## src/hw/rtl/dat_pkg.sv

```systemverilog
// Package with the shared types, codes and helpers of the device association table.
`default_nettype none

package dat_pkg;

  // Entry indexes are carried at the width of the largest supported table.
  localparam int unsigned IDX_W = 8;
  localparam int unsigned SHORT_W = 6;

  typedef logic [IDX_W-1:0] idx_t;
  typedef logic [SHORT_W-1:0] short_t;

  // Operation codes.
  localparam logic [1:0] FUNC_ASSOC = 2'd0;
  localparam logic [1:0] FUNC_LOOKUP = 2'd1;
  localparam logic [1:0] FUNC_CLEAR = 2'd2;

  // Status codes.
  localparam logic [1:0] STATUS_OK = 2'd0;
  localparam logic [1:0] STATUS_FULL = 2'd1;
  localparam logic [1:0] STATUS_NOT_FOUND = 2'd2;

  // Short addresses count from one so that zero means "none".
  localparam logic [IDX_W:0] SHORT_BASE = (IDX_W + 1)'(16'h0001);

  // Request transaction.
  typedef struct packed {
    logic [1:0]  func;
    logic [63:0] device_address;
    logic [7:0]  device_kind;
    logic [7:0]  signal_level;
  } in_t;

  // Response transaction.
  typedef struct packed {
    logic [1:0]   status;
    short_t       short_address;
    logic [7:0]   found_kind;
    logic [7:0]   found_level;
  } out_t;

  // Search token that walks the row of entries, one entry per cycle.
  typedef struct packed {
    logic       active;
    logic       hit;
    idx_t       hit_idx;
    logic [7:0] hit_kind;
    logic [7:0] hit_level;
    logic       free;
    idx_t       free_idx;
  } probe_t;

  // Update broadcast to every entry.
  typedef struct packed {
    logic       en;
    logic       clear;
    idx_t       idx;
    logic [7:0] kind;
    logic [7:0] level;
  } wr_t;

  // Entry index plus one, kept to the width of the short address field.
  function automatic short_t short_of(idx_t idx);
    logic [IDX_W:0] sum;
    sum = {1'b0, idx} + SHORT_BASE;
    return sum[SHORT_W-1:0];
  endfunction

endpackage

`default_nettype wire

```

## src/hw/rtl/device_association_table.sv

```systemverilog
// Top level of the device association table.
// The table holds TABLE_ENTRIES associations in a row of entry cells. Every request
// (associate, lookup, clear) launches a search token that steps through one entry per
// cycle, so the length of the entry row sets the time from acceptance to its response.
// One request is in flight at a time; a new request is taken as soon as the previous
// response has been loaded into the output register, even while that response is still
// stalled.
// A new association and a clear are applied in the cycle the response is produced.
`default_nettype none

module device_association_table #(
  parameter int unsigned TABLE_ENTRIES = 32
) (
  input  wire logic         clk_i,
  input  wire logic         rst_ni,
  input  wire logic         in_valid_i,
  output logic              in_stall_o,
  input  wire dat_pkg::in_t in_data_i,
  output logic              out_valid_o,
  input  wire logic         out_stall_i,
  output dat_pkg::out_t     out_data_o
);

  localparam logic [1:0] ST_IDLE = 2'd0;
  localparam logic [1:0] ST_WALK = 2'd1;
  localparam logic [1:0] ST_DONE = 2'd2;

  logic [1:0]           state_q;
  logic [1:0]           state_d;
  logic                 in_fire;
  logic                 launch_q;
  logic                 resp_fire;
  dat_pkg::in_t         req_q;
  dat_pkg::probe_t      done_q;
  dat_pkg::probe_t      chain [TABLE_ENTRIES+1];
  logic [TABLE_ENTRIES:0] active_vec;
  dat_pkg::wr_t         wr;
  dat_pkg::out_t        resp;
  dat_pkg::out_t        out_q;
  logic                 out_valid_q;

  assign in_fire    = in_valid_i && !in_stall_o;
  assign in_stall_o = (state_q != ST_IDLE);
  assign resp_fire  = (state_q == ST_DONE) && (!out_valid_q || !out_stall_i);

  // Request register, and the token launch in the cycle after acceptance.
  always_ff @(posedge clk_i) begin
    if (in_fire) begin
      req_q <= in_data_i;
    end
  end

  always_ff @(posedge clk_i or negedge rst_ni) begin
    if (!rst_ni) begin
      launch_q <= 1'b0;
    end else begin
      launch_q <= in_fire;
    end
  end

  always_comb begin
    chain[0]        = '0;
    chain[0].active = launch_q;
  end

  // Row of entry cells.
  for (genvar i = 0; i < TABLE_ENTRIES; i++) begin : g_entry
    dat_cell #(
      .ENTRY_IDX(i)
    ) u_entry (
      .clk_i  (clk_i),
      .rst_ni (rst_ni),
      .addr_i (req_q.device_address),
      .wr_i   (wr),
      .probe_i(chain[i]),
      .probe_o(chain[i+1])
    );
  end

  for (genvar i = 0; i <= TABLE_ENTRIES; i++) begin : g_active
    assign active_vec[i] = chain[i].active;
  end

  // Sequencer: idle, token walking, response pending.
  always_comb begin
    state_d = state_q;
    case (state_q)
      ST_IDLE: begin
        if (in_fire) state_d = ST_WALK;
      end
      ST_WALK: begin
        if (chain[TABLE_ENTRIES].active) state_d = ST_DONE;
      end
      ST_DONE: begin
        if (resp_fire) state_d = ST_IDLE;
      end
      default: state_d = ST_IDLE;
    endcase
  end

  always_ff @(posedge clk_i or negedge rst_ni) begin
    if (!rst_ni) begin
      state_q <= ST_IDLE;
    end else begin
      state_q <= state_d;
    end
  end

  // Capture the token when it leaves the last entry.
  always_ff @(posedge clk_i) begin
    if ((state_q == ST_WALK) && chain[TABLE_ENTRIES].active) begin
      done_q <= chain[TABLE_ENTRIES];
    end
  end

  // Table update: fill the first free entry on a new association, or empty the table.
  always_comb begin
    wr       = '0;
    wr.idx   = done_q.free_idx;
    wr.kind  = req_q.device_kind;
    wr.level = req_q.signal_level;
    if (resp_fire) begin
      wr.en    = (req_q.func == dat_pkg::FUNC_ASSOC) && !done_q.hit && done_q.free;
      wr.clear = (req_q.func == dat_pkg::FUNC_CLEAR);
    end
  end

  // Response fields from the search result.
  always_comb begin
    resp = '0;
    case (req_q.func)
      dat_pkg::FUNC_ASSOC: begin
        if (done_q.hit) begin
          resp.short_address = dat_pkg::short_of(done_q.hit_idx);
        end else if (done_q.free) begin
          resp.short_address = dat_pkg::short_of(done_q.free_idx);
        end else begin
          resp.status = dat_pkg::STATUS_FULL;
        end
      end
      dat_pkg::FUNC_LOOKUP: begin
        if (done_q.hit) begin
          resp.short_address = dat_pkg::short_of(done_q.hit_idx);
          resp.found_kind    = done_q.hit_kind;
          resp.found_level   = done_q.hit_level;
        end else begin
          resp.status = dat_pkg::STATUS_NOT_FOUND;
        end
      end
      dat_pkg::FUNC_CLEAR: begin
        resp.status = dat_pkg::STATUS_OK;
      end
      default: begin
        resp.status = dat_pkg::STATUS_NOT_FOUND;
      end
    endcase
  end

  // Output register.
  always_ff @(posedge clk_i or negedge rst_ni) begin
    if (!rst_ni) begin
      out_valid_q <= 1'b0;
    end else if (resp_fire) begin
      out_valid_q <= 1'b1;
    end else if (!out_stall_i) begin
      out_valid_q <= 1'b0;
    end
  end

  always_ff @(posedge clk_i) begin
    if (resp_fire) begin
      out_q <= resp;
    end
  end

  assign out_valid_o = out_valid_q;
  assign out_data_o  = out_q;

  // At most one search token is in flight anywhere in the row.
  a_one_token: assert property (@(posedge clk_i) disable iff (!rst_ni)
    $onehot0(active_vec))
    else $error("more than one search token in the entry row");

  // A token only leaves the row while a request is being walked.
  a_tail_in_walk: assert property (@(posedge clk_i) disable iff (!rst_ni)
    chain[TABLE_ENTRIES].active |-> (state_q == ST_WALK))
    else $error("search token left the row outside a walk");

  // A fill and a clear never happen together, and a fill never follows a hit.
  a_wr_excl: assert property (@(posedge clk_i) disable iff (!rst_ni)
    wr.en |-> (!wr.clear && !done_q.hit && resp_fire))
    else $error("table update without a matching response");

  // A response taken from a completed walk is loaded into the output register and the sequencer returns to idle.
  a_resp_after_walk: assert property (@(posedge clk_i) disable iff (!rst_ni)
    resp_fire |=> (out_valid_q && (state_q == ST_IDLE)))
    else $error("response register not loaded after a completed walk");

endmodule

`default_nettype wire

```

## src/hw/rtl/dat_cell.sv

```systemverilog
// One entry of the association table with its stage of the search chain.
`default_nettype none

module dat_cell #(
  parameter int unsigned ENTRY_IDX = 0
) (
  input  wire logic            clk_i,
  input  wire logic            rst_ni,
  input  wire logic [63:0]     addr_i,
  input  wire dat_pkg::wr_t    wr_i,
  input  wire dat_pkg::probe_t probe_i,
  output dat_pkg::probe_t      probe_o
);

  localparam dat_pkg::idx_t MyIdx = dat_pkg::idx_t'(ENTRY_IDX);

  logic            valid_q;
  logic [63:0]     address_q;
  logic [7:0]      kind_q;
  logic [7:0]      level_q;
  logic            match;
  logic            sel;
  dat_pkg::probe_t probe_d;
  dat_pkg::probe_t probe_q;

  // Only valid entries can match the searched address.
  assign match = valid_q && (address_q == addr_i);
  assign sel   = wr_i.en && (wr_i.idx == MyIdx);

  // Record the first hit and the first free entry seen by the token.
  always_comb begin
    probe_d = probe_i;
    if (probe_i.active && !probe_i.hit && match) begin
      probe_d.hit       = 1'b1;
      probe_d.hit_idx   = MyIdx;
      probe_d.hit_kind  = kind_q;
      probe_d.hit_level = level_q;
    end
    if (probe_i.active && !probe_i.free && !valid_q) begin
      probe_d.free     = 1'b1;
      probe_d.free_idx = MyIdx;
    end
  end

  // Hand the token to the next entry.
  always_ff @(posedge clk_i or negedge rst_ni) begin
    if (!rst_ni) begin
      probe_q <= '0;
    end else begin
      probe_q <= probe_d;
    end
  end

  // Valid bit: cleared by reset or a clear, set when this entry is filled.
  always_ff @(posedge clk_i or negedge rst_ni) begin
    if (!rst_ni) begin
      valid_q <= 1'b0;
    end else if (wr_i.clear) begin
      valid_q <= 1'b0;
    end else if (sel) begin
      valid_q <= 1'b1;
    end
  end

  // Entry contents are only read while the entry is valid.
  always_ff @(posedge clk_i) begin
    if (sel) begin
      address_q <= addr_i;
      kind_q    <= wr_i.kind;
      level_q   <= wr_i.level;
    end
  end

  assign probe_o = probe_q;

endmodule

`default_nettype wire

```

## config.mk

```make
export PLATFORM = sky130hd
export DESIGN_NAME = device_association_table
export DESIGN_NICKNAME = d
export VERILOG_FILES = /design/src/hw/rtl/dat_pkg.sv /design/src/hw/rtl/device_association_table.sv /design/src/hw/rtl/dat_cell.sv
export SDC_FILE = /design/constraint.sdc
export NUM_CORES = 2
export LEC_CHECK = 0
export ABC_AREA = 1
export CAP_MARGIN = 20
export CORE_MARGIN = 1
export CORE_UTILIZATION = 38
export CTS_CLUSTER_DIAMETER = 120
export DETAILED_ROUTE_END_ITERATION = 8
export DONT_BUFFER_PORTS = 1
export PLACE_DENSITY = 0.54
export SLEW_MARGIN = 20
export SYNTH_ARGS = -nofsm -noshare
export SYNTH_HDL_FRONTEND = slang
export SYNTH_SLANG_ARGS = --single-unit
export TNS_END_PERCENT = 30
```

## constraint.sdc

```tcl
create_clock -name clk_i -period 9.9 [get_ports clk_i]
set_input_delay 1.485 -clock clk_i [delete_from_list [all_inputs] [get_ports clk_i]]
set_output_delay 1.485 -clock clk_i [all_outputs]
set_load 0.02 [all_outputs]
```

Word level (Yosys, flattened, before mapping)
Index checks and enable logic that the tools add are counted.
- add/subtract/negate cells: 2
- eq/ne operators: 71
- multiplexer cells: 143
- reduce and logical (&&, ||, !) cells: 332
- operators by type and width (operator ; count):
    $eq A64 B64 Y1 ; 32
    $mux W25 ; 32
    $mux W9 ; 32
    $logic_and A1 B1 Y1 ; 195
    $eq A8 B5 Y1 const B ; 16
    $logic_not A1 Y1 ; 98
    $mux W1 ; 68
    $reduce_bool A2 Y1 ; 33
    $eq A8 B4 Y1 const B ; 8
    $eq A8 B3 Y1 const B ; 4
    $mux W22 ; 1
    $eq A8 B2 Y1 const B ; 2
    $add A6 B1 Y6 const B ; 2
    $mux W6 ; 2
    $pmux W2 S3 ; 2
    $pmux W6 S2 ; 1
    $mux W2 ; 5
    $eq A8 B1 Y1 const B ; 1
    $logic_not A8 Y1 ; 1
    $eq A2 B1 Y1 const B ; 2
    $eq A2 B2 Y1 const B ; 2
    $logic_not A2 Y1 ; 2
    $ne A2 B1 Y1 const B ; 2
    $ne A2 B2 Y1 const B ; 2
    other kinds (3) ; 3
- bits in registers: 3852
- input bits: 86
- output and inout bits: 26
- word-level logic and storage cells: 917

Logic depth before layout (Yosys ltp)
- word-level depth: 7
- depth in mapped cells: 15
- mapped depth without buffers: 11

Cells and area by module
From an unflattened synthesis, not the netlist that was laid out.
- cell total of the unflattened synthesis: 15613
- area total of the unflattened synthesis: 161905.3 um^2
- modules (own cells, without submodules) (module ; instances ; cells each ; area each (um^2) ; sequential area each (um^2)):
    dat_cell at g_entry[10].u_entry ... ; 9 ; 481 ; 4911.0 ; 3303.2
    dat_cell at g_entry[16].u_entry ... ; 6 ; 478 ; 4906.0 ; 3303.2
    dat_cell at g_entry[21].u_entry ... ; 4 ; 483 ; 4921.0 ; 3303.2
    dat_cell at g_entry[11].u_entry ... ; 3 ; 479 ; 4909.7 ; 3303.2
    dat_cell at g_entry[13].u_entry ... ; 3 ; 479 ; 4908.5 ; 3303.2
    dat_cell at g_entry[23].u_entry ... ; 2 ; 480 ; 4916.0 ; 3303.2
    dat_cell at g_entry[29].u_entry ... ; 2 ; 482 ; 4916.0 ; 3303.2
    dat_cell at g_entry[0].u_entry ; 1 ; 476 ; 4911.0 ; 3303.2
    dat_cell at g_entry[15].u_entry ; 1 ; 479 ; 4907.2 ; 3303.2
    dat_cell at g_entry[12].u_entry ; 1 ; 477 ; 4898.4 ; 3303.2
    device_association_table ; 1 ; 254 ; 4752.1 ; 4244.1

Least setup slack after synthesis
OpenSTA, ideal clock, no wires.
- path kind: input port to flip-flop
- start: in out_stall_i
- end: reg g_entry[16].u_entry.address_q[0] (enable)
- setup time: 619 ps
- arrival time: 7729 ps
- data required time: 9281 ps
- setup slack: 1551 ps
- stages: 8
- buffers on the path: 1
- path through: nand2_1 > nand2_1 > nor2_2 > inv_1 > nor2_2 > inv_1 > buf_2 > nor3_1
- longest elaborated chain between the ends: 5
- RTL lines (item ; RTL line ; RTL):
    start, declared ; device_association_table.sv:20 ; input wire logic out_stall_i,
    $logic_not A1 Y1 ; -- ;
    $logic_or A1 B1 Y1 ; device_association_table.sv:44 ; assign resp_fire = (state_q == ST_DONE) && (!out_valid_q || !out_stall_i);
    $logic_and A1 B1 Y1 ; device_association_table.sv:44 ;
    $mux W2 ; device_association_table.sv:122 ; if (resp_fire) begin
    $logic_and A1 B1 Y1 ; dat_cell.sv:28 ; assign sel = wr_i.en && (wr_i.idx == MyIdx);
    via g_entry[16].u_entry.sel ; dat_cell.sv:22 ; logic sel;
    end signal, assigned ; dat_cell.sv:68 ; address_q <= addr_i;
    end, declared ; dat_cell.sv:18 ; logic [63:0] address_q;
The timed path passes the listed nets, and every way through them passes these cells.
A chain may end at the register's enable or synchronous reset.

==> metrics.md <==
| Metric | Value |
|---|---|
| Outcome | finished, violations left |
| Violated checks | antenna violations |
| Clock sink count | 3596 |
| Critical path's slowest cell | nand3_1 |
| Die height | 632 µm |
| Post-CTS Setup Bufs | 0 |
| Synth async-reset ratio | 25.1% |
| Critical Path RT | 10.75 ns |
| Gr usage total | 22.7% |
| Critical Path AT | 5.83 ns |
| Synth top area cells | edfxtp_1 (54%), dfrtp_1 (15%), nand2_1 (14%), inv_1 (4.0%), nor2_1 (3.1%) |
| Post-synthesis cell type count | 40 |
| Input/output buffers | 0 |
| #FFs+latches synth | 3596 |
| Drt drc | 0 |
| Post-route ant nets | 1 |
| Post-placement cell count | 19263 |
| Worst skew pair latency | 0.97 ns |
| Vias in the first global route | 91164 |
| Antenna violations before repair | 40 |
| I/O pin total | 112 |
| Area of the multi-input gates | 38600 µm² |
| Top Family by Delay on Critical Path | simple AND/OR/NAND/NOR gates |
| Total Wirelength | 458000 µm |
| Pre-antenna DRT Iters | 6 |
| Max FO, Critical Path | 65 |
| Synth Instances | 14275 |
| Grt ovf | 0 |
| Worst Hold Class | in2async |
| Slew Limit Fails | 0 |
| P per Cell Area | 185 nW/µm² |
| Vias per Instance | 4.84 |
| Die X | 632 µm |
| VDD IR max | 0.143 mV |
| Setup TNS | 0 ns |
| Share of cells above drive strength 1 | 7.29% |
| Clock skew | 0.0499 ns |
| Fin. Hold Viols | 0 |
| Tmin final | 4.98 ns |
| Syn Std Cell Area | 151000 µm² |
| Total CTS buffers | 388 |
| Core Region | 393000 µm² |
| Final Wtd Congestion | 0.860 |
| Vias | 96833 |
| Most frequent CP cell | nand2_1 |
| Post-synthesis sequential area ratio | 68.7% |
| Starting Density | 38.3% |
| Slew Limit Headroom | 22.0% |
| Ys Warns | 0 |
| RSZ-0062 raised after global routing | false |
| Max stage delay on crit path | 0.87 ns |
| Layout fillers | 36477 |
| Critical path buffers and inverters | 3 |
| Row count | 230 |
| Die footprint | 399000 µm² |
| Largest net degree at the start of global routing | 200 |
| Cts hold-fix bufs | 0 |
| Yosys top cell area share | 53.7% |
| Commonest register cell after synthesis | edfxtp_1 |
| Area Growth Syn to Fin | 12.6% |
| Synth area leader | edfxtp_1 |
| Root buf cell | clkbuf_16 |
| Highest metal layer with signal wires | met5 |
| Endpoints failing setup | 0 |
| Kind of critical path | reg2reg |
| Metal-1 WL | 200000 µm |
| CTS tree | built |
| Number of flops mapped to enable cells by yosys | 2694 |
| Leak | 74.3 nW |
| Max-cap violations | 0 |
| Worst path cell trace | buf_12 > inv_2 > buf_4 > nand2_1 > nand2_1 > nor2_1 > nand2_1 > nor2_1 > nand2_1 > nor2_4 > nand3_1 > and2_1 |
| Post-DP HPWL | 280000 µm |
| H-tree levels | 5 |
| Seq. cell area | 103000 µm² |
| PnR worst setup slack | 4.92 ns |
| DP Worst Slack | 4.49 ns |
| Final cell count without fillers | 19989 |
| First-pass GRT wire length | 651000 µm |
| Max Freq | 201 MHz |
| Clock transition at path regs | 0.06 ns |
| Final period util | 50.3% |
| Worst setup SP type | flip-flop |
| Mapped Nets | 14368 |
| Syn Area/Cell | 10.6 µm² |
| Post_cts resized | 0 |
| DR iter-0 viols | 10052 |
| Max Root-Sink Buffers | 4 |
| Final Net Count | 14527 |
| DR WL/cell | 22.9 µm |
| Metal3 WL | 27800 µm |
| Crit end category | flip-flop |
| WL met2 | 214000 µm |
| Slew at the pin closest to its max-slew limit | 1.17 ns |
path summary, 6_finish.rpt:
path	slack, ns	cells after the start	from	end
max in group asynchronous	7.25	4	rst_ni	g_entry[1].u_entry.probe_o[23]
setup reg to reg	4.92	12	req_q[54]	g_entry[9].u_entry.probe_o[26]
setup / recovery	4.92	12	req_q[54]	g_entry[9].u_entry.probe_o[26]
hold reg to reg	0.38	0	launch_q	g_entry[0].u_entry.probe_o[34]
hold / removal	0.23	0	rst_ni	out_valid_o
min in group clk_i	0.38	0	launch_q	g_entry[0].u_entry.probe_o[34]
stage by stage:
step,hold slack [ns],utilization [%],instance area [µm²],total power (W)
floorplan,0.367,-,151000,0.0171
global placement,0.381,39.9,157000,0.0177
global route,0.183,43.1,170000,0.0324
finish,0.226,43.1,170000,0.0314
CTS,0.127,43.1,169000,0.0317
detailed placement,0.385,40.0,157000,0.0177
report_power, final:
group | internal [W] | total, W | switching (W)
clock | 0.00804 | 0.0141 | 0.00603
combinational | 0.000248 | 0.00110 | 0.000855
sequential | 0.0163 | 0.0163 | 0.0000202
total | 0.0245 | 0.0314 | 0.00691
worst register-to-register path, delay by kind of cell, from the launching register on:
family | cells | cell delay (ns)
buffers and inverters | 3 | 1.18
DFF | 1 | 0.38
and+or+nand+nor | 9 | 3.35
Yosys cell counts (37+ instances only):
master	count
inv_1	1607
buf_2	398
nand3_1	142
o21ai_0	56
xnor2_1	355
dfrtp_1	902
nand4_1	499
xor2_1	403
inv_2	37
or2_2	65
nor2_1	1258
nand2_1	5521
edfxtp_1	2694
nor2_4	58
and2_1	39
nor2_2	39
clkbuf_1	79
cells by family after synthesis:
kind of cell    after synthesis  synth area share, %
compound gates              113                0.413
fa+ha+maj                     7               0.0581
buf+inv                    2151                 5.79
xor+xnor                    758                 4.41
flops                      3596                 68.7
simple gates               7650                 20.6
layer usage:
layer / track usage (%) / vias to the layer above
met3: 2.52 / 687
met4: 7.28 / 8
li1: - / 45561
met1: 31.4 / 47537
met5: 0 / -
met2: 37.3 / 3040
area by class of cell:
type / count / share of cell area, %
Inverter: 1646 / 3.66
Clock buffer: 551 / 6.45
Sequential cell: 3596 / 61.0
Antenna cell: 17 / 0.0251
Clock inverter: 157 / 0.739
Multi-Input combinational cell: 8528 / 22.8
Tap cell: 5220 / 3.85
Timing Repair Buffer: 274 / 1.47
cells in the final DEF, fill, tap and decap left out, types with 7 or more instances in the layout:
| cell type | synthesis | final |
|---|---|---|
| nand4_1 | 499 | 499 |
| nor2_1 | 1258 | 1239 |
| nand3_2 | 8 | 8 |
| bufinv_16 | 0 | 14 |
| inv_2 | 37 | 43 |
| nand3_1 | 142 | 142 |
| clkbuf_8 | 0 | 34 |
| buf_12 | 0 | 19 |
| clkinv_2 | 0 | 66 |
| nand2_1 | 5521 | 5521 |
| buf_16 | 0 | 10 |
| clkinv_1 | 1 | 54 |
| nor2_4 | 58 | 78 |
| a21oi_1 | 34 | 34 |
| o21ai_0 | 56 | 56 |
| clkbuf_16 | 0 | 401 |
| dfrtp_1 | 902 | 902 |
| or2_2 | 65 | 65 |
| ha_1 | 7 | 7 |
| diode_2 | 0 | 17 |
| inv_1 | 1607 | 1588 |
| xnor2_1 | 355 | 355 |
| and2_1 | 39 | 39 |
| buf_4 | 17 | 245 |
| edfxtp_1 | 2694 | 2694 |
| xor2_1 | 403 | 403 |
| nor2_2 | 39 | 38 |
| inv_6 | 0 | 8 |
| clkbuf_1 | 79 | 116 |
| o22ai_1 | 7 | 7 |
| inv_4 | 1 | 14 |
sequential cells by signal, indices dropped and copies added (netlist names):
| name | count |
|---|---|
| g_entry.u_entry.address_q | 2048 |
| state_q | 2 |
| g_entry.u_entry.valid_q | 32 |
| g_entry.u_entry.probe_o | 866 |
| out_valid_o | 1 |
| g_entry.u_entry.level_q | 256 |
| done_q | 28 |
| g_entry.u_entry.kind_q | 256 |
| req_q | 82 |
| out_data_o | 24 |
| launch_q | 1 |
No activity file was read; power rests on OpenSTA's default activity.
